==> src/rtl/core/gray_image_upscaler_2x_3x_unit_defines.svh <==
// Assertion macros for the gray image upscaler.
// Simulation builds get the checks; synthesis builds get empty bodies.
`ifndef GRAY_IMAGE_UPSCALER_2X_3X_UNIT_DEFINES_SVH
`define GRAY_IMAGE_UPSCALER_2X_3X_UNIT_DEFINES_SVH

`ifndef SYNTHESIS

// Same-cycle implication, masked while reset is high.
`define UPX_ASSERT_IMP(label, clk, rst, ante, cons) \
  label: assert property (@(posedge clk) disable iff (rst) (ante) |-> (cons)) \
    else $error("upscaler check failed");

// Next-cycle implication, masked while reset is high.
`define UPX_ASSERT_NXT(label, clk, rst, ante, cons) \
  label: assert property (@(posedge clk) disable iff (rst) (ante) |=> (cons)) \
    else $error("upscaler check failed");

// Next-cycle implication that also holds across reset.
`define UPX_ASSERT_RST(label, clk, ante, cons) \
  label: assert property (@(posedge clk) (ante) |=> (cons)) \
    else $error("upscaler reset check failed");

`else

`define UPX_ASSERT_IMP(label, clk, rst, ante, cons)
`define UPX_ASSERT_NXT(label, clk, rst, ante, cons)
`define UPX_ASSERT_RST(label, clk, ante, cons)

`endif

`endif

==> src/rtl/core/upx_pkg.sv <==
package upx_pkg;

  // Image limits and field widths.
  localparam int MAX_WIDTH  = 1024;
  localparam int MAX_HEIGHT = 1024;
  localparam int COL_W      = $clog2(MAX_WIDTH);
  localparam int ROW_W      = $clog2(MAX_HEIGHT);
  localparam int SIZE_W     = 11;
  localparam int COORD_W    = 12;
  localparam int PIX_W      = 8;
  localparam int CMP_W      = (SIZE_W > COL_W + 1) ?
                              ((SIZE_W > ROW_W + 1) ? SIZE_W : ROW_W + 1) :
                              ((COL_W > ROW_W) ? COL_W + 1 : ROW_W + 1);
  localparam int Q_DEPTH    = 2;

  typedef logic [PIX_W-1:0]            pix_t;
  typedef logic [COL_W-1:0]            col_t;
  typedef logic [ROW_W-1:0]            row_t;
  typedef logic [SIZE_W-1:0]           size_t;
  typedef logic [COORD_W-1:0]          coord_t;
  typedef logic [CMP_W-1:0]            cmp_t;
  typedef logic [3:0]                  step_t;
  typedef logic [$clog2(Q_DEPTH)-1:0]  qptr_t;
  typedef logic [$clog2(Q_DEPTH+1)-1:0] qcnt_t;

  // Register indexes of the configuration port.
  localparam logic [1:0] CFG_WIDTH  = 2'd0;
  localparam logic [1:0] CFG_HEIGHT = 2'd1;
  localparam logic [1:0] CFG_SCALE  = 2'd2;

  // Final step of a block at each scale.
  localparam step_t LAST_STEP_S2 = 4'd3;
  localparam step_t LAST_STEP_S3 = 4'd8;

  // Effective configuration after saturation.
  typedef struct packed {
    size_t width;
    size_t height;
    logic  scale3;
  } cfg_t;

  // One block job handed from the front to the back.
  typedef struct packed {
    pix_t   n0;
    pix_t   n1;
    pix_t   n2;
    pix_t   n3;
    coord_t col;
    coord_t row;
    logic   scale3;
    logic   last_frame;
  } job_t;

  // Head of the job queue as seen by the back.
  typedef struct packed {
    job_t job;
    logic empty;
  } qhead_t;

  // Floor of x / 3 for x below 768, by reciprocal multiplication.
  function automatic pix_t div3(input logic [9:0] x);
    logic [20:0] prod;
    prod = 21'(x) * 21'd683;
    return prod[18:11];
  endfunction

  // Interpolated value of one step of a block.
  function automatic pix_t step_value(input logic scale3, input step_t step,
                                      input pix_t n0, input pix_t n1,
                                      input pix_t n2, input pix_t n3);
    logic [9:0]  sum4;
    logic [10:0] six;
    logic [9:0]  num;
    logic        use_div;
    sum4    = 10'(n0) + 10'(n1) + 10'(n2) + 10'(n3);
    six     = '0;
    num     = 10'(n0);
    use_div = 1'b0;
    if (scale3) begin
      case (step)
        4'd1: begin num = 10'({n0, 1'b0}) + 10'(n1); use_div = 1'b1; end
        4'd2: begin num = 10'(n0) + 10'({n1, 1'b0}); use_div = 1'b1; end
        4'd3: begin num = 10'({n0, 1'b0}) + 10'(n2); use_div = 1'b1; end
        4'd4: begin num = 10'(n0) + 10'({n2, 1'b0}); use_div = 1'b1; end
        4'd5: begin
          six = 11'(sum4) + 11'({n0, 1'b0}); num = six[10:1]; use_div = 1'b1;
        end
        4'd6: begin
          six = 11'(sum4) + 11'({n1, 1'b0}); num = six[10:1]; use_div = 1'b1;
        end
        4'd7: begin
          six = 11'(sum4) + 11'({n2, 1'b0}); num = six[10:1]; use_div = 1'b1;
        end
        4'd8: begin
          six = 11'(sum4) + 11'({n3, 1'b0}); num = six[10:1]; use_div = 1'b1;
        end
        default: num = 10'(n0);
      endcase
    end else begin
      case (step)
        4'd1:    num = (10'(n0) + 10'(n1)) >> 1;
        4'd2:    num = (10'(n0) + 10'(n2)) >> 1;
        4'd3:    num = sum4 >> 2;
        default: num = 10'(n0);
      endcase
    end
    return use_div ? div3(num) : num[7:0];
  endfunction

  // Column offset inside the block for each step.
  function automatic logic [1:0] step_dx(input logic scale3, input step_t step);
    logic [1:0] dx;
    dx = 2'd0;
    if (scale3) begin
      case (step)
        4'd1, 4'd5, 4'd7: dx = 2'd1;
        4'd2, 4'd6, 4'd8: dx = 2'd2;
        default:          dx = 2'd0;
      endcase
    end else begin
      case (step)
        4'd1, 4'd3: dx = 2'd1;
        default:    dx = 2'd0;
      endcase
    end
    return dx;
  endfunction

  // Row offset inside the block for each step.
  function automatic logic [1:0] step_dy(input logic scale3, input step_t step);
    logic [1:0] dy;
    dy = 2'd0;
    if (scale3) begin
      case (step)
        4'd3, 4'd5, 4'd6: dy = 2'd1;
        4'd4, 4'd7, 4'd8: dy = 2'd2;
        default:          dy = 2'd0;
      endcase
    end else begin
      case (step)
        4'd2, 4'd3: dy = 2'd1;
        default:    dy = 2'd0;
      endcase
    end
    return dy;
  endfunction

endpackage

==> src/rtl/core/upx_back.sv <==
// Back end: walks each block job one value per cycle into the output register while the output is not stalled.
module upx_back (
  input  logic              clk,
  input  logic              rst,
  input  upx_pkg::qhead_t   head,
  output logic              pop,
  output logic              out_valid,
  input  logic              out_stall,
  output upx_pkg::pix_t     out_value,
  output upx_pkg::coord_t   out_col,
  output upx_pkg::coord_t   out_row,
  output logic              last_of_block,
  output logic              last_of_frame
);

  upx_pkg::step_t step;
  logic           last_step;
  logic           produce;

  assign last_step = head.job.scale3 ? (step == upx_pkg::LAST_STEP_S3)
                                     : (step == upx_pkg::LAST_STEP_S2);
  assign produce   = !head.empty && (!out_valid || !out_stall);
  assign pop       = produce && last_step;

  // Step counter within the current block.
  always_ff @(posedge clk) begin
    if (rst) begin
      step <= '0;
    end else if (produce) begin
      step <= last_step ? '0 : step + upx_pkg::step_t'(1);
    end
  end

  // Output register valid flag.
  always_ff @(posedge clk) begin
    if (rst) begin
      out_valid <= 1'b0;
    end else if (produce) begin
      out_valid <= 1'b1;
    end else if (!out_stall) begin
      out_valid <= 1'b0;
    end
  end

  // Output payload, loaded on every new value.
  always_ff @(posedge clk) begin
    if (produce) begin
      out_value     <= upx_pkg::step_value(head.job.scale3, step, head.job.n0,
                                           head.job.n1, head.job.n2, head.job.n3);
      out_col       <= head.job.col +
                       upx_pkg::coord_t'(upx_pkg::step_dx(head.job.scale3, step));
      out_row       <= head.job.row +
                       upx_pkg::coord_t'(upx_pkg::step_dy(head.job.scale3, step));
      last_of_block <= last_step;
      last_of_frame <= last_step && head.job.last_frame;
    end
  end

endmodule

==> config.mk <==
export PLATFORM = sky130hd
export DESIGN_NAME = upx_back
export DESIGN_NICKNAME = d
export VERILOG_FILES = /design/src/rtl/core/gray_image_upscaler_2x_3x_unit_defines.svh /design/src/rtl/core/upx_pkg.sv /design/src/rtl/core/upx_back.sv
export SDC_FILE = /design/constraint.sdc
export NUM_CORES = 1
export LEC_CHECK = 0
export BUFFER_PORTS_ARGS = -buffer_cell sky130_fd_sc_hd__clkbuf_2
export CAP_MARGIN = 10
export CORE_UTILIZATION = 40
export DETAILED_ROUTE_END_ITERATION = 7
export HOLD_SLACK_MARGIN = 0.05
export PLACE_DENSITY = 0.63
export SYNTH_ARGS = -nofsm -noshare
export SYNTH_HDL_FRONTEND = slang
export SYNTH_SLANG_ARGS = --single-unit
==> constraint.sdc <==
create_clock -name clk -period 11.43 [get_ports clk]
set_input_delay 0 -clock clk [delete_from_list [all_inputs] [get_ports clk]]
set_output_delay 0 -clock clk [all_outputs]
set_load 0.03 [all_outputs]
Yosys cells after proc, flatten, opt, wreduce, memory -nomap -nowiden
Cells that the tools add are included.

Register bits after elaboration: 39. Input bits: 62. Word-level logic and storage cells: 66. Output and inout port bits: 36.

$add $sub $neg: 15. Equal/unequal tests: 9. Multipliers: 1. Reduce and logical (&&, ||, !) cells: 14. Muxes and demuxes: 20.

Operators with widths (count): $pmux 10 s8 (1); $add 10x9->11 (4); $add 12x2->12 (2); $pmux 8 s3 (1); $add 10x8->10 (2); $add 8x9->10 (2); $add 9x8->10 (2); $mux 10 (2); $mul 10x10->19 const B (1); $add 8x8->9 (2); $eq 4x3->1 const B (4); $reduce_or 3->1 (4); $eq 4x2->1 const B (2); $mux 1 (8); $mux 2 (4); $mux 8 (1); $pmux 2 s2 (2); $reduce_or 8->1 (1); $add 4x1->4 const B (1); $eq 4x1->1 const B (1); $eq 4x4->1 const B (1); $mux 4 (1); $reduce_or 2->1 (2); $logic_and 1x1->1 (3); 3 further kinds (5).

Depth between registers and ports, before layout
Depth in word-level cells: 9. Gate-level depth with buffers: 37. Depth with buffers taken out: 36.

Worst setup path after synthesis
No wires, ideal clock.

Path kind: reg2reg. Start: register step[0]. End: register out_value[4] (data pin). Slack: 3.759 ns. Cell stages (with the launch flop): 35. Arrival time: 7.397 ns. Setup time: 0.274 ns. Required time: 11.156 ns. Path buffers: 4. Clock period less this slack: 7.671 ns. Cells stage by stage: dfxtp_1 > ha_1 > clkbuf_1 > and2_1 > clkbuf_1 > or3_1 > clkbuf_1 > clkbuf_1 > a31oi_1 > ha_1 > fa_1 > a21o_1 > a21oi_1 > nor2b_1 > o21a_1 > o41ai_1 > xor2_1 > nand2_1 > a31oi_1 > ha_1 > ha_1 > fa_1 > fa_1 > inv_1 > fa_1 > inv_1 > ha_1 > nand2_1 > a21oi_1 > and2_1 > nand3_2 > o31ai_4 > a31oi_1 > xor2_1 > o22ai_2.

Word-level cells in the longest chain between the ends: 6. Elaborated cells between the ends (all ways): 18. Those cells by class: mul (1); eq/ne (8); mux (8); reduce/logical (1).

RTL lines: start: declaration (line upx_back.sv:16) `upx_pkg::step_t step;`; start signal: assignment (line upx_back.sv:30) `step <= last_step ? '0 : step + upx_pkg::step_t'(1);`; $eq 4x4->1 (tied with other cells); $pmux 10 s8 (tied with other cells) (line upx_pkg.sv:80) `case (step)`; $mux 10 or $mux 1 (tied branches) (line upx_pkg.sv:79, upx_pkg.sv:80); $mux 10 or $mux 1 (tied branches) (line upx_back.sv:47, upx_pkg.sv:79); $mul 10x10->19 or $mux 1 (tied branches) (line upx_pkg.sv:63, upx_back.sv:47); $mux 8 (*) (line upx_pkg.sv:107) `return use_div ? div3(num) : num[7:0];`; end signal: assignment (line upx_back.sv:48) `out_value <= upx_pkg::step_value(head.job.scale3, step, head.job.n0,`; end: declaration (line upx_back.sv:9) `output upx_pkg::pix_t out_value,`.

Mark *: on every way between the ends. The rest lies on a longest branch, timed or not. The select of a mux whose other input is x is not followed. A chain may end at the register's enable or synchronous reset.

Worst setup path in the final report
Start: input head[51] in the netlist's numbering. End: register out_value[4] (data pin).

Word-level cells in the longest chain between the ends: 9. Elaborated cells between the ends (all ways): 18. Those cells by class: add/sub (12); mul (1); mux (5).

RTL lines: start: declaration (line upx_back.sv:5) `input upx_pkg::qhead_t head,`; $add 8x8->9 (line upx_pkg.sv:75, upx_pkg.sv:101); $add 10x8->10 (2 in series) (line upx_pkg.sv:75) `sum4 = 10'(n0) + 10'(n1) + 10'(n2) + 10'(n3);`; $add 10x9->11 (on tied branches); $pmux 10 s8 (line upx_pkg.sv:80); $mux 10 (*) (line upx_pkg.sv:79) `if (scale3) begin`; $mux 10 (*) (line upx_back.sv:47) `if (produce) begin`; $mul 10x10->19 (line upx_pkg.sv:63) `prod = 21'(x) * 21'd683;`; $mux 8 (*) (line upx_pkg.sv:107).

Marked as above.

==> metrics.md <==
| Metric | Value |
|---|---|
| Status | `finished, final reports clean` |
| Clock-pin transition on the worst setup and hold timing paths | `0.06 ns` |
| Pins Over Slew Limit | `0` |
| Post-route ant nets | `0` |
| Via count | `5810` |
| CTS tree | `built` |
| Total chip power | `1.68 mW` |
| Design area | `7600 µm²` |
| Post-synth EDFFs | `34` |
| Clock root buffer master | `clkbuf_16` |
| Max incr delay on CP | `0.52 ns` |
| Syn Std Cell Area | `6550 µm²` |
| Clock buffer depth | `2` |
| Die X | `130 µm` |
| Port bufs | `97` |
| Worst EP required | `11.43 ns` |
| Critical setup path kind | `in -> reg` |
| Normalized max-slew margin | `30.5%` |
| Final worst slack | `2.83 ns` |
| Final nets | `1046` |
| Logic gate share of total power | `81.4%` |
| Sw frac | `50.2%` |
| Switching power | `0.843 mW` |
| Final core utilization | `47.7%` |
| Ports | `98` |
| Slowest-stage cell, CP | `fa_1` |
| Wire per inst | `17.1 µm` |
| Clk_skew | `0.00392 ns` |
| Cts bufs inserted | `5` |
| CTS Sinks | `39` |
| Final worst-path cycle share | `75.2%` |
| Number of global-route vias before repair | `5711` |
| RSZ-0062 raised after global routing | `false` |
| Setup TNS | `0 ns` |
| Critical Path Fanout Max | `7` |
| Crit-path most repeated cell | `ha_1` |
| Clk pwr share | `7.8%` |
| Share of cells above drive strength 1 | `16.8%` |
| Skew-Pair Late Insertion Delay | `0.28 ns` |
| DRT iter0 DRCs | `359` |
| Hold Crit Class | `in -> reg` |
| Cell family with most CP delay | `adder cells` |
| Core Region | `15900 µm²` |
| Fmax | `116 MHz` |
| Syn Inst Count | `726` |
| Ys flop type | `edfxtp_1` |
| GR Overflow Total | `0` |
| Gr usage total | `22.3%` |
| Yosys cell types | `70` |
| CTS resizes | `0` |
| Worst slew pin tran | `1.03 ns` |
| Syn_area_per_cell | `9.02 µm²` |
| Pre-antenna DRT Iters | `5` |
| Htree depth | `2` |
| CP Data Arrival Time | `8.60 ns` |
| CP endpoint kind | `flip-flop` |
| Largest net degree at the start of global routing | `41` |
| Reg power frac | `10.9%` |
| Most frequent cells in the layout | `ha_1, clkbuf_2, inv_1` |
| Sequential-to-total area share from yosys stat | `17.1%` |
| CP Buf/Inv Count | `6` |
| DR vias/cell | `5.51` |
| Fillcell total | `1559` |
| N_diodes | `0` |
| Total number of yosys warnings | `0` |
| Initial core utilization | `41.1%` |
| Min Tclk post-route | `8.60 ns` |
| Power Dens Cells | `221 nW/µm²` |
| VDD IR max | `0.000170 V` |
| Final setup vio count | `0` |
| Initial antenna violation count | `0` |
| Routability Congestion | `0.915` |
| Final Hold Vio Count | `0` |
| Leakage power total | `3.49 nW` |
| Most common cell after layout, fill and taps aside | `ha_1` |
| Post-synth ARST share | `0%` |
| HPWL Detailed | `15000 µm` |
| Dpl ws | `2.63 ns` |
| Layout Area Growth over Synthesis | `16.2%` |
| Int Pwr | `0.835 mW` |
| Die H | `130 µm` |
| Row count | `46` |
| First-pass GRT wire length | `29300 µm` |
| FF+latch count, synth | `39` |
| Total wire length | `18100 µm` |
| Flop2flop setup slack | `2.91 ns` |
| Placed inst area | `7260 µm²` |
| CP startpoint kind | `primary input` |
| MaxCap Viol Count | `0` |
| Mapped Nets | `935` |
| Die Area | `16900 µm²` |
| DR DRC count | `0` |
[power groups by stage]
stage / clock network, mW / registers [mW] / logic, mW
floorplan: 0 / 0.213 / 1.02
global placement: 0 / 0.185 / 1.34
detailed placement: 0 / 0.185 / 1.34
CTS: 0.133 / 0.183 / 1.36
global route: 0.137 / 0.184 / 1.56
finish: 0.130 / 0.182 / 1.37
[flip-flops by register name, summed over array words and instances, names as in the netlist]
register,count
last_of_block,1
last_of_frame,1
out_row,12
out_col,12
out_valid,1
step,4
out_value,8
[worst register-to-register path: cells and delay by family (launching register included)]
family | cells | cell delay [ns]
compound gates | 13 | 2.89
xor+xnor | 1 | 0.20
fa+ha+maj | 7 | 2.79
buf+inv | 4 | 0.19
flops | 1 | 0.70
simple gates | 5 | 1.45
[layer usage]
metal / part of all wire, % / global-route usage (%) / vias up
li1: - / - / 2871
met2: 45 / 37.3 / 216
met1: 47 / 30.7 / 2699
met5: 0 / 0 / -
met4: 1.9 / 5.75 / 0
met3: 5.6 / 2.05 / 24
[cell usage after synthesis (all sizes together) (5+ instances only)]
master,count,area (µm²)
ha,112,1400
inv,66,248
nand2,57,216
nor2,55,206
o21ai,42,210
xnor2,36,315
a21oi,35,175
fa,35,701
edfxtp,34,1020
xor2,23,201
a21o,15,113
mux2,14,158
a31oi,13,81.3
a22oi,12,90.1
nand3,12,65.1
a221oi,11,114
clkbuf,10,37.5
nor2b,10,65.1
and2,9,56.3
o21a,9,67.6
a211oi,8,60.1
buf,7,47.5
nand4,7,43.8
nor3,7,35.0
nor3b,6,45.0
dfxtp,5,100
o41ai,5,43.8
[final timing paths]
kind,endpoint,cells past startpoint,start
hold / removal,out_row[0]$_DFFE_PP_,2,head[3]
setup reg to reg,out_value[4]$_DFFE_PP_,30,step[2]$_SDFFE_PP0P_
hold reg to reg,step[0]$_SDFFE_PP0P_,2,step[0]$_SDFFE_PP0P_
setup / recovery,out_value[4]$_DFFE_PP_,37,head[51]
[cell type report]
cell class | instances | area [µm²] | area share (%)
Multi-Input combinational cell | 603 | 5100 | 67.1
Sequential cell | 39 | 1120 | 14.7
Timing Repair Buffer | 121 | 716 | 9.41
Tap cell | 216 | 270 | 3.55
Inverter | 67 | 251 | 3.31
Clock buffer | 5 | 125 | 1.65
Clock inverter | 3 | 15.0 | 0.197
[cell families after synthesis]
family | after synthesis | synth area share (%)
buffers and inverters | 84 | 5.14
muxes | 16 | 2.71
adders and majority gates | 147 | 32.1
DFF | 39 | 17.1
xor gates and xnor gates | 60 | 8.24
and+or+nand+nor | 187 | 13.8
AOI/OAI and AO/OA | 193 | 20.9
[metrics by stage]
stage,std cells,hold WS [ns]
4_1_cts,1054,0.0508
3_5_place_dp,1026,0.220
5_1_grt,1054,0.0543
2_1_floorplan,726,0.0691
3_3_place_gp,1026,0.217
6_report,1054,0.0554
[repair_timing]
item | in CTS | in global routing
endpoints found under the setup margin | 0 | 0
buffers inserted | 0 | 0
hold buffers | 20 | 0
endpoints found under the hold margin | 20 | 0
Power figures use the tool's default switching activity.
