$ cat src/rtl/core/gray_image_upscaler_2x_3x_unit_defines.svh
// Assertion macros for the gray image upscaler.
// Simulation builds get the checks; synthesis builds get empty bodies.
`ifndef GRAY_IMAGE_UPSCALER_2X_3X_UNIT_DEFINES_SVH
`define GRAY_IMAGE_UPSCALER_2X_3X_UNIT_DEFINES_SVH

`ifndef SYNTHESIS

// Same-cycle implication, masked while reset is high.
`define UPX_ASSERT_IMP(label, clk, rst, ante, cons) \
  label: assert property (@(posedge clk) disable iff (rst) (ante) |-> (cons)) \
    else $error("upscaler check failed");

// Next-cycle implication, masked while reset is high.
`define UPX_ASSERT_NXT(label, clk, rst, ante, cons) \
  label: assert property (@(posedge clk) disable iff (rst) (ante) |=> (cons)) \
    else $error("upscaler check failed");

// Next-cycle implication that also holds across reset.
`define UPX_ASSERT_RST(label, clk, ante, cons) \
  label: assert property (@(posedge clk) (ante) |=> (cons)) \
    else $error("upscaler reset check failed");

`else

`define UPX_ASSERT_IMP(label, clk, rst, ante, cons)
`define UPX_ASSERT_NXT(label, clk, rst, ante, cons)
`define UPX_ASSERT_RST(label, clk, ante, cons)

`endif

`endif

$ cat src/rtl/core/upx_pkg.sv
package upx_pkg;

  // Image limits and field widths.
  localparam int MAX_WIDTH  = 1024;
  localparam int MAX_HEIGHT = 1024;
  localparam int COL_W      = $clog2(MAX_WIDTH);
  localparam int ROW_W      = $clog2(MAX_HEIGHT);
  localparam int SIZE_W     = 11;
  localparam int COORD_W    = 12;
  localparam int PIX_W      = 8;
  localparam int CMP_W      = (SIZE_W > COL_W + 1) ?
                              ((SIZE_W > ROW_W + 1) ? SIZE_W : ROW_W + 1) :
                              ((COL_W > ROW_W) ? COL_W + 1 : ROW_W + 1);
  localparam int Q_DEPTH    = 2;

  typedef logic [PIX_W-1:0]            pix_t;
  typedef logic [COL_W-1:0]            col_t;
  typedef logic [ROW_W-1:0]            row_t;
  typedef logic [SIZE_W-1:0]           size_t;
  typedef logic [COORD_W-1:0]          coord_t;
  typedef logic [CMP_W-1:0]            cmp_t;
  typedef logic [3:0]                  step_t;
  typedef logic [$clog2(Q_DEPTH)-1:0]  qptr_t;
  typedef logic [$clog2(Q_DEPTH+1)-1:0] qcnt_t;

  // Register indexes of the configuration port.
  localparam logic [1:0] CFG_WIDTH  = 2'd0;
  localparam logic [1:0] CFG_HEIGHT = 2'd1;
  localparam logic [1:0] CFG_SCALE  = 2'd2;

  // Final step of a block at each scale.
  localparam step_t LAST_STEP_S2 = 4'd3;
  localparam step_t LAST_STEP_S3 = 4'd8;

  // Effective configuration after saturation.
  typedef struct packed {
    size_t width;
    size_t height;
    logic  scale3;
  } cfg_t;

  // One block job handed from the front to the back.
  typedef struct packed {
    pix_t   n0;
    pix_t   n1;
    pix_t   n2;
    pix_t   n3;
    coord_t col;
    coord_t row;
    logic   scale3;
    logic   last_frame;
  } job_t;

  // Head of the job queue as seen by the back.
  typedef struct packed {
    job_t job;
    logic empty;
  } qhead_t;

  // Floor of x / 3 for x below 768, by reciprocal multiplication.
  function automatic pix_t div3(input logic [9:0] x);
    logic [20:0] prod;
    prod = 21'(x) * 21'd683;
    return prod[18:11];
  endfunction

  // Interpolated value of one step of a block.
  function automatic pix_t step_value(input logic scale3, input step_t step,
                                      input pix_t n0, input pix_t n1,
                                      input pix_t n2, input pix_t n3);
    logic [9:0]  sum4;
    logic [10:0] six;
    logic [9:0]  num;
    logic        use_div;
    sum4    = 10'(n0) + 10'(n1) + 10'(n2) + 10'(n3);
    six     = '0;
    num     = 10'(n0);
    use_div = 1'b0;
    if (scale3) begin
      case (step)
        4'd1: begin num = 10'({n0, 1'b0}) + 10'(n1); use_div = 1'b1; end
        4'd2: begin num = 10'(n0) + 10'({n1, 1'b0}); use_div = 1'b1; end
        4'd3: begin num = 10'({n0, 1'b0}) + 10'(n2); use_div = 1'b1; end
        4'd4: begin num = 10'(n0) + 10'({n2, 1'b0}); use_div = 1'b1; end
        4'd5: begin
          six = 11'(sum4) + 11'({n0, 1'b0}); num = six[10:1]; use_div = 1'b1;
        end
        4'd6: begin
          six = 11'(sum4) + 11'({n1, 1'b0}); num = six[10:1]; use_div = 1'b1;
        end
        4'd7: begin
          six = 11'(sum4) + 11'({n2, 1'b0}); num = six[10:1]; use_div = 1'b1;
        end
        4'd8: begin
          six = 11'(sum4) + 11'({n3, 1'b0}); num = six[10:1]; use_div = 1'b1;
        end
        default: num = 10'(n0);
      endcase
    end else begin
      case (step)
        4'd1:    num = (10'(n0) + 10'(n1)) >> 1;
        4'd2:    num = (10'(n0) + 10'(n2)) >> 1;
        4'd3:    num = sum4 >> 2;
        default: num = 10'(n0);
      endcase
    end
    return use_div ? div3(num) : num[7:0];
  endfunction

  // Column offset inside the block for each step.
  function automatic logic [1:0] step_dx(input logic scale3, input step_t step);
    logic [1:0] dx;
    dx = 2'd0;
    if (scale3) begin
      case (step)
        4'd1, 4'd5, 4'd7: dx = 2'd1;
        4'd2, 4'd6, 4'd8: dx = 2'd2;
        default:          dx = 2'd0;
      endcase
    end else begin
      case (step)
        4'd1, 4'd3: dx = 2'd1;
        default:    dx = 2'd0;
      endcase
    end
    return dx;
  endfunction

  // Row offset inside the block for each step.
  function automatic logic [1:0] step_dy(input logic scale3, input step_t step);
    logic [1:0] dy;
    dy = 2'd0;
    if (scale3) begin
      case (step)
        4'd3, 4'd5, 4'd6: dy = 2'd1;
        4'd4, 4'd7, 4'd8: dy = 2'd2;
        default:          dy = 2'd0;
      endcase
    end else begin
      case (step)
        4'd2, 4'd3: dy = 2'd1;
        default:    dy = 2'd0;
      endcase
    end
    return dy;
  endfunction

endpackage

$ cat src/rtl/core/upx_queue.sv
// Short job queue between the front and the back.
module upx_queue (
  input  logic             clk,
  input  logic             rst,
  input  logic             push,
  input  upx_pkg::job_t    push_job,
  output logic             full,
  input  logic             pop,
  output upx_pkg::qhead_t  head,
  output upx_pkg::qcnt_t   count
);

  upx_pkg::job_t  entries [upx_pkg::Q_DEPTH];
  upx_pkg::qptr_t wr_ptr;
  upx_pkg::qptr_t rd_ptr;

  assign full       = (count == upx_pkg::qcnt_t'(upx_pkg::Q_DEPTH));
  assign head.empty = (count == '0);
  assign head.job   = entries[rd_ptr];

  // Pointers and fill level.
  always_ff @(posedge clk) begin
    if (rst) begin
      wr_ptr <= '0;
      rd_ptr <= '0;
      count  <= '0;
    end else begin
      if (push) begin
        wr_ptr <= wr_ptr + upx_pkg::qptr_t'(1);
      end
      if (pop) begin
        rd_ptr <= rd_ptr + upx_pkg::qptr_t'(1);
      end
      if (push && !pop) begin
        count <= count + upx_pkg::qcnt_t'(1);
      end else if (pop && !push) begin
        count <= count - upx_pkg::qcnt_t'(1);
      end
    end
  end

  // Job storage.
  always_ff @(posedge clk) begin
    if (push) begin
      entries[wr_ptr] <= push_job;
    end
  end

endmodule

$ cat config.mk
export PLATFORM = sky130hd
export DESIGN_NAME = upx_queue
export DESIGN_NICKNAME = d
export VERILOG_FILES = /design/src/rtl/core/gray_image_upscaler_2x_3x_unit_defines.svh /design/src/rtl/core/upx_pkg.sv /design/src/rtl/core/upx_queue.sv
export SDC_FILE = /design/constraint.sdc
export NUM_CORES = 1
export LEC_CHECK = 0
export BUFFER_PORTS_ARGS = -buffer_cell sky130_fd_sc_hd__buf_2
export CORE_ASPECT_RATIO = 0.6
export CORE_MARGIN = 5
export CORE_UTILIZATION = 55
export DETAILED_ROUTE_END_ITERATION = 8
export GPL_TIMING_DRIVEN = 0
export HOLD_SLACK_MARGIN = 0.15
export PLACE_DENSITY = 0.83
export SLEW_MARGIN = 40
export SYNTH_ARGS = -nofsm -noshare
export SYNTH_HDL_FRONTEND = slang
export SYNTH_SLANG_ARGS = --single-unit
$ cat constraint.sdc
create_clock -name clk -period 5.2 [get_ports clk]
set_input_delay 0.26 -clock clk [delete_from_list [all_inputs] [get_ports clk]]
set_output_delay 0.26 -clock clk [all_outputs]
set_load 0.005 [all_outputs]
# --- Yosys cells after proc, flatten, opt, wreduce, memory -nomap -nowiden ---
# Memories as Yosys holds them, arrays and structs flattened. A register that Yosys moved wholly into a read port is not among the register bits.
# Index checks and enable logic that the tools add are counted.
op_classes:
  n_addsub: 4
  n_mul: 0
  n_div: 0
  magnitude_cmp: 0
  eq_ne: 1
  shifts: 0
  n_mux: 6
  bitwise: 0
  n_reduce_logical: 6
op_table:
  columns: ["cell", "n"]
  rows:
  - ["two-way mux 1 bit", 4]
  - ["two-way mux 2 bit", 2]
  - ["adder 1 bit (second input constant)", 2]
  - ["adder 2 x 1 -> 2 bit (second input constant)", 1]
  - ["== test 2 bit (second input constant)", 1]
  - ["logical AND 1 bit", 2]
  - ["logical NOT 1 bit", 2]
  - ["logical NOT 2 bit", 1]
  - ["nonzero test 2 bit", 1]
  - ["subtractor 2 x 1 -> 2 bit (second input constant)", 1]
totals:
  ff_bits: 4
  latchBits: 0
  mem_bits_rw: 116
  mem_bits_ro: 0
  inputBits: 62
  out_inout_bits: 62
  elab_cells: 21
  mem_count: 1
mem_list:
  columns: ["name", "depth", "word_bits", "read_ports", "rd_ports_with_merged_regs", "wr", "line_no", "text"]
  rows:
  - ["entries", 2, 58, 1, 1, 1, "upx_queue.sv:13", "upx_pkg::job_t entries [upx_pkg::Q_DEPTH];"]

# --- Logic depth before layout (Yosys ltp) ---
# Gate-level depths: netlist of the first run.
logic_depth:
  depth_word: 4
  depth_mapped: 5
  ltp_nobuf: 5

# --- Least setup slack after synthesis of the first run ---
# Ideal clock, no wire load.
synth_timing:
  path_kind: "reg-to-reg"
  from: "register wr_ptr"
  to: "memory entries[0][0] (netlist name), enable pin"
  setup_time_ns: 0.481
  arrival_ns: 2.910
  required_time_ns: 4.719
  slack_ns: 1.809
  path_stages_with_launch: 2
  path_buffers: 0
  synth_period_minus_slack_ns: 3.391
  cell_sequence: "dfxtp_1 > nor2b_1"
synth_lines:
  columns: ["element", "line_no", "text"]
  rows:
  - ["start: declaration", "upx_queue.sv:14", "upx_pkg::qptr_t wr_ptr;"]
  - ["start signal: assignment", "upx_queue.sv:29", "wr_ptr <= wr_ptr + upx_pkg::qptr_t'(1);"]
  - ["end: declaration", "upx_queue.sv:13", null]
# Straight into the memory's write port.

==> flow_metrics.tcl, run 1 <==
set metrics [dict create \
    ys_warn_count 0 \
    report.final.slew_viol_count 0 \
    syn_area_um2 4464 \
    p_leak_nw 2.581 \
    max_freq_ghz 0.5156 \
    vias 2615 \
    dp.cells 437 \
    tns_ps 0 \
    worstPathCellList "buf_4, buf_6, mux2_4, buf_2" \
    cts.sinks 121 \
    h-tree-depth 4 \
    path_clk_slew_ps 50 \
    seq_area_frac_synth_pct 80.27 \
    pre_cts_slack_ps 3659 \
    viasPerCell 4.953 \
    fin_skew_ps 8.650 \
    period_needed_ps 1939 \
    overflow 0 \
    yosysTopAreaCellShare_pct 78.03 \
    core_um2 7883 \
    grt_pass1_vias 2894 \
    drt-pass1-iter-count 4 \
    dpl_cell_area_um2 5303 \
    hpwl_mm 5.637 \
    critPathTopFamily "buffers and inverters" \
    path_max_fanout 10 \
    synthCells 202 \
    timing.rr.start "wr_ptr$_SDFFE_PP0P_" \
    required_ps 4940 \
    wl_mm 9.764 \
    grt_max_degree 33 \
    grt_setup_unrepaired "false" \
    synth_area_leaders "edfxtp_1 78%, mux2_2 9.6%, mux2_4 6.7%" \
    utilization_pct 82.57 \
    dr.first_iter.drc_count 175 \
    status "completed" \
    design_area_um2 6509 \
    whs_ps 163.5 \
    drive_above_1_share_pct 51.90 \
    num_antenna_cells 0 \
    hp-class "input port to flip-flop" \
    cts_buffers 17 \
    ff2ff_setup_slack_ps 3760 \
    grt_usage_pct 21.06 \
    ir_worst_vdd_uv 262.7 \
    fin_cells 528 \
    wl_per_cell_um 18.49 \
    cpPeakStageDelay_ps 390 \
    most-common-layout-cells "126 x buf_2, 116 x edfxtp_1, 59 x dlygate4sd3_1" \
    area_growth_pct 45.80 \
    seqCellArea_um2 3583 \
    n_fill_cell 409 \
    clkLatencyLatePin_ps 410 \
    cp.arrival_ps 1680 \
    hold_viol_final 0 \
    crit_type "flip-flop to output pin" \
    routabilityCongestion 0.7326 \
    grt_first_pass_wirelength_mm 15.53 \
    hold_buffers 59 \
    clockRootBuffer "clkbuf_16" \
    period_share_pct 37.29 \
    die_h_um 79.79 \
    synth_cell_types 18 \
    syn-mean-instance-area_um2 22.10 \
    initial_core_util_pct 56.63 \
    maxCapViolations 0 \
    maxSlewHeadroom_pct 69.65 \
    cts_resized 0 \
    p_total_mw 2.666 \
    setup_viol 0 \
    drc 0 \
    cp_slowest_cell "dfxtp_1" \
    rows 25 \
    cp-end-kind "output pin" \
    p_per_area_nw_per_um2 409.6 \
    crit_path_start_kind "flip-flop" \
    layout.nets 470 \
    cts_tree "yes" \
    die_area_um2 10080 \
    grt_antenna_before_repair 0 \
    final_common_cell "buf_2" \
    die_x_um 126.3 \
    setup_ws_ps 3261 \
    crit_buf_inv 3 \
    tightestPinTransition_ps 454.3 \
    cts_buffer_depth 2 \
    port_buffers 123 \
    multi_input_area_um2 842.1 \
    ant_nets 0 \
    synth_area_leader_cell "edfxtp_1" \
    post-cts-setup-buffer-count 0 \
    syn_nets 265 \
    hold_start "pop" \
    synth_seq_cells 121 \
    io_pins 124 \
]
[power by group]
| part | internal [mW] | switching (mW) |
|---|---|---|
| clock network | 0.839 | 0.385 |
| logic | 0.161 | 0.124 |
| registers | 1.14 | 0.0197 |
| total | 2.14 | 0.529 |
[worst reg2reg max path, cell delays in order, from the launching register on]
cell and delay, ps:
dfxtp_1 350, nor2b_4 410, buf_8 230, buf_16 170
[area by class of cell]
type,count,share of cell area [%]
Clock inverter,12,2.749
Clock buffer,20,6.709
Tap cell,108,2.076
Multi-Input combinational cell,74,12.94
Sequential cell,121,55.06
Buffer,6,0.6920
Inverter,1,0.05767
Timing Repair Buffer,186,19.72
[layer usage]
layer | global-route usage [%] | part of all wire (%) | up-vias | routed length, um
met5 | 0 | 0 | - | 0
met4 | 6.531 | 0.73 | 0 | 71
met3 | 8.489 | 8.4 | 7 | 821
met2 | 35.90 | 51 | 119 | 4996
met1 | 24.85 | 40 | 1279 | 3875
li1 | - | - | 1210 | -
[path summary, 6_finish.rpt]
kind                         endpoint  cells past startpoint
max                          head[34]                      4
min               rd_ptr$_SDFFE_PP0P_                      3
max reg2reg  entries[0][57]$_DFFE_PP_                      3
min reg2reg       rd_ptr$_SDFFE_PP0P_                      2
[cell families (layout without fill, tap and decap cells)]
family	count (synthesis)	count (layout)	synth area share [%]
xor+xnor	4	4	0.7849
fa+ha+maj	1	1	0.2802
buf+inv	7	225	1.093
mux	58	58	16.31
simple gates	9	9	1.037
flops	121	121	80.27
compound gates	2	2	0.2240
[synth_stat cells, drive strengths merged]
library cell  number
a21oi              1
and2               1
and2b              1
buf                6
dfxtp              5
edfxtp           116
ha                 1
inv                1
mux2              58
nor2               5
nor2b              1
o21ai              1
or3                1
xnor2              2
xor2               2
[state kept, by name, summed over array words and instances, names as in the netlist, named ones only]
signal,count
entries,116
count,2
rd_ptr,1
wr_ptr,1
No activity file was read; power rests on OpenSTA's default activity.
==> run 2, diff against run 1 <==
Settings changed: ABC_AREA set to 1, CORE_UTILIZATION 55 to 47, PLACE_DENSITY 0.83 to 0.76.
Clock period 5.2 ns to 1.6 ns, I/O delays scaled along.
==> run 2 against run 1 <==
Effect of this change:
- area after synthesis is 0.50% higher
- power grew to 3.2 times the previous value
- via count is 3.6% higher
- register-to-register slack worse by 3600 ps
- global-route usage is 3.5 points lower
- largest cell class unchanged
==> flow_metrics.tcl, run 2 <==
set metrics [dict create \
    regMostFlops "entries" \
    fin_skew_ps 8.668 \
    endpoint "head[22]" \
    h-tree-depth 4 \
    required_ps 1520 \
    grt_antenna_before_repair 0 \
    period_share_pct 99.43 \
    synth_area_leader_cell "edfxtp_1" \
    reg2reg_to "entries[0][34]$_DFFE_PP_" \
    ir_worst_vdd_uv 1012 \
    hp-class "input port to flip-flop" \
    core_um2 9256 \
    cp.arrival_ps 1510 \
    overflow 0 \
    fin_cells 569 \
    crit_path_start_kind "flip-flop" \
    clkLatencyLatePin_ps 410 \
    grt_usage_pct 17.60 \
    hpwl_mm 5.985 \
    p_leak_nw 2.732 \
    port_buffers 123 \
    path_clk_slew_ps 50 \
    ant_nets 0 \
    maxSlewHeadroom_pct 65.84 \
    initial_core_util_pct 48.47 \
    drive_above_1_share_pct 52.39 \
    vias 2710 \
    drt-pass1-iter-count 4 \
    viasPerCell 4.763 \
    grt_first_pass_wirelength_mm 15.12 \
    die_x_um 136.1 \
    p_per_area_nw_per_um2 1239 \
    yosysMostFrequentCell "edfxtp_1" \
    drc 0 \
    synth_common_cells "116 x edfxtp_1, 38 x mux2_2, 20 x mux2_4" \
    die_h_um 85.68 \
    grt_pass1_vias 2922 \
    rows 27 \
    wl_per_cell_um 17.72 \
    synth_cell_types 16 \
    path_max_fanout 8 \
    ff2ff_setup_slack_ps 130 \
    syn_nets 276 \
    num_antenna_cells 0 \
    seq_area_frac_synth_pct 79.87 \
    ys_warn_count 0 \
    max_freq_ghz 0.6286 \
    crit_type "flip-flop to output pin" \
    cp-end-kind "output pin" \
    wl_mm 10.08 \
    cts_buffer_depth 2 \
    reg2reg_depth 3 \
    layout.nets 489 \
    tightestPinTransition_ps 511.2 \
    grt_setup_unrepaired "true" \
    tns_ps 0 \
    routabilityCongestion 0.7850 \
    timing.rr.start "wr_ptr$_SDFFE_PP0P_" \
    yosysTopAreaCellShare_pct 77.64 \
    die_area_um2 11660 \
    reg.largest.list "entries x116, count x2" \
    most-common-layout-cells "116 x edfxtp_1, 98 x buf_2, 62 x dlygate4sd3_1" \
    syn_area_um2 4487 \
    largest_register_ffs 116 \
    area_growth_pct 53.68 \
    ys.flop_type "edfxtp_1" \
    maxCapViolations 0 \
    synth_seq_cells 121 \
    hold_viol_final 0 \
    synthCells 213 \
    p_total_mw 8.545 \
    setup_viol 0 \
    cts_buffers 17 \
    cts_tree "yes" \
    cts.sinks 121 \
    dp.cells 471 \
    final_common_cell "edfxtp_1" \
    syn-mean-instance-area_um2 21.06 \
    dr.first_iter.drc_count 124 \
    io_pins 124 \
    synth-edff-count 116 \
    report.final.slew_viol_count 0 \
    period_needed_ps 1591 \
    grt_max_degree 26 \
    synth_area_leaders "edfxtp_1 78%, mux2_2 9.5%, mux2_4 6.7%" \
    clockRootBuffer "clkbuf_16" \
    status "completed" \
    synth-async-reset-ratio_pct 0 \
]
run 2: cell count changes after synthesis, moves of 2 or more:
cell	change
nand2_1	+5
inv_1	+8
xor2_1	-2
nor2_1	+2
run 2: area by class of cell:
class / instances / area (um^2)
Multi-Input combinational cell: 77 / 849.6
Inverter: 9 / 37.54
Timing Repair Buffer: 194 / 1588
Fill cell: 564 / 2361
Buffer: 6 / 82.58
Clock inverter: 13 / 153.9
Clock buffer: 19 / 432.9
Tap cell: 130 / 162.7
Sequential cell: 121 / 3588
run 2: through the flow:
| step | utilization, % | setup WS (ps) | hold WS, ps | area [um^2] |
|---|---|---|---|---|
| after global placement | 57.04 | -521.7 | 267.3 | 5280 |
| final | 74.49 | 9.187 | 384.9 | 6895 |
| after global routing | 74.49 | -47.80 | 389.2 | 6895 |
| after CTS | 71.68 | -52.55 | 370.6 | 6635 |
| after floorplan | - | -24.87 | 151.8 | 4502 |
| after detailed placement | 58.31 | 149.8 | 271.5 | 5398 |
run 2: cells by family after synthesis:
| group | count (synthesis) | share of synthesized area [%] |
|---|---|---|
| AOI/OAI and AO/OA | 2 | 0.2229 |
| xor gates and xnor gates | 1 | 0.1952 |
| adders and majority gates | 1 | 0.2788 |
| buffers and inverters | 15 | 1.840 |
| DFF | 121 | 79.87 |
| muxes | 58 | 16.23 |
| and+or+nand+nor | 15 | 1.366 |
run 2: how the worst min path moves through the flow:
stage | endpoint | cells after the start | slack, ps | startpoint
2_1_floorplan | wr_ptr$_SDFFE_PP0P_ | 1 | 150 | rst
3_3_place_gp | entries[1][25]$_DFFE_PP_ | 1 | 270 | push_job[25]
3_5_place_dp | entries[1][49]$_DFFE_PP_ | 1 | 270 | push_job[49]
4_1_cts | entries[0][2]$_DFFE_PP_ | 2 | 370 | push_job[2]
5_1_grt | entries[0][48]$_DFFE_PP_ | 2 | 390 | push_job[48]
6_report | entries[1][53]$_DFFE_PP_ | 2 | 380 | push_job[53]
run 2: worst max-delay path, cell delays in order (launching register included):
cell and delay, ps:
dfxtp_4 380, buf_12 150, clkbuf_16 150, mux2_4 300
buf_6 120
run 2: routing by layer:
layer	share of wire [%]	routed length [um]	up-vias	track usage (%)
met1	41	4156	1324	20.49
met5	0	0	-	0
met4	1.3	130	0	6.587
met2	49	4973	116	29.64
li1	-	-	1258	-
met3	8.2	822	12	7.034
run 2: timing repair:
item / in CTS / in global routing
pin swaps: 0 / 1
cloned: 0 / 2
endpoints found under the setup margin: 58 / 53
hold buffers: 62 / 0
resized for setup: 9 / 33
endpoints found under the hold margin: 121 / 0
buffers inserted: 0 / 2
run 2: where the power goes:
group	leakage [nW]	total [mW]	switching (mW)	internal, mW
registers	1.13	3.72	0.0571	3.67
logic	1.32	1.06	0.416	0.645
clock network	0.280	3.76	1.33	2.43
total	2.73	8.54	1.80	6.74
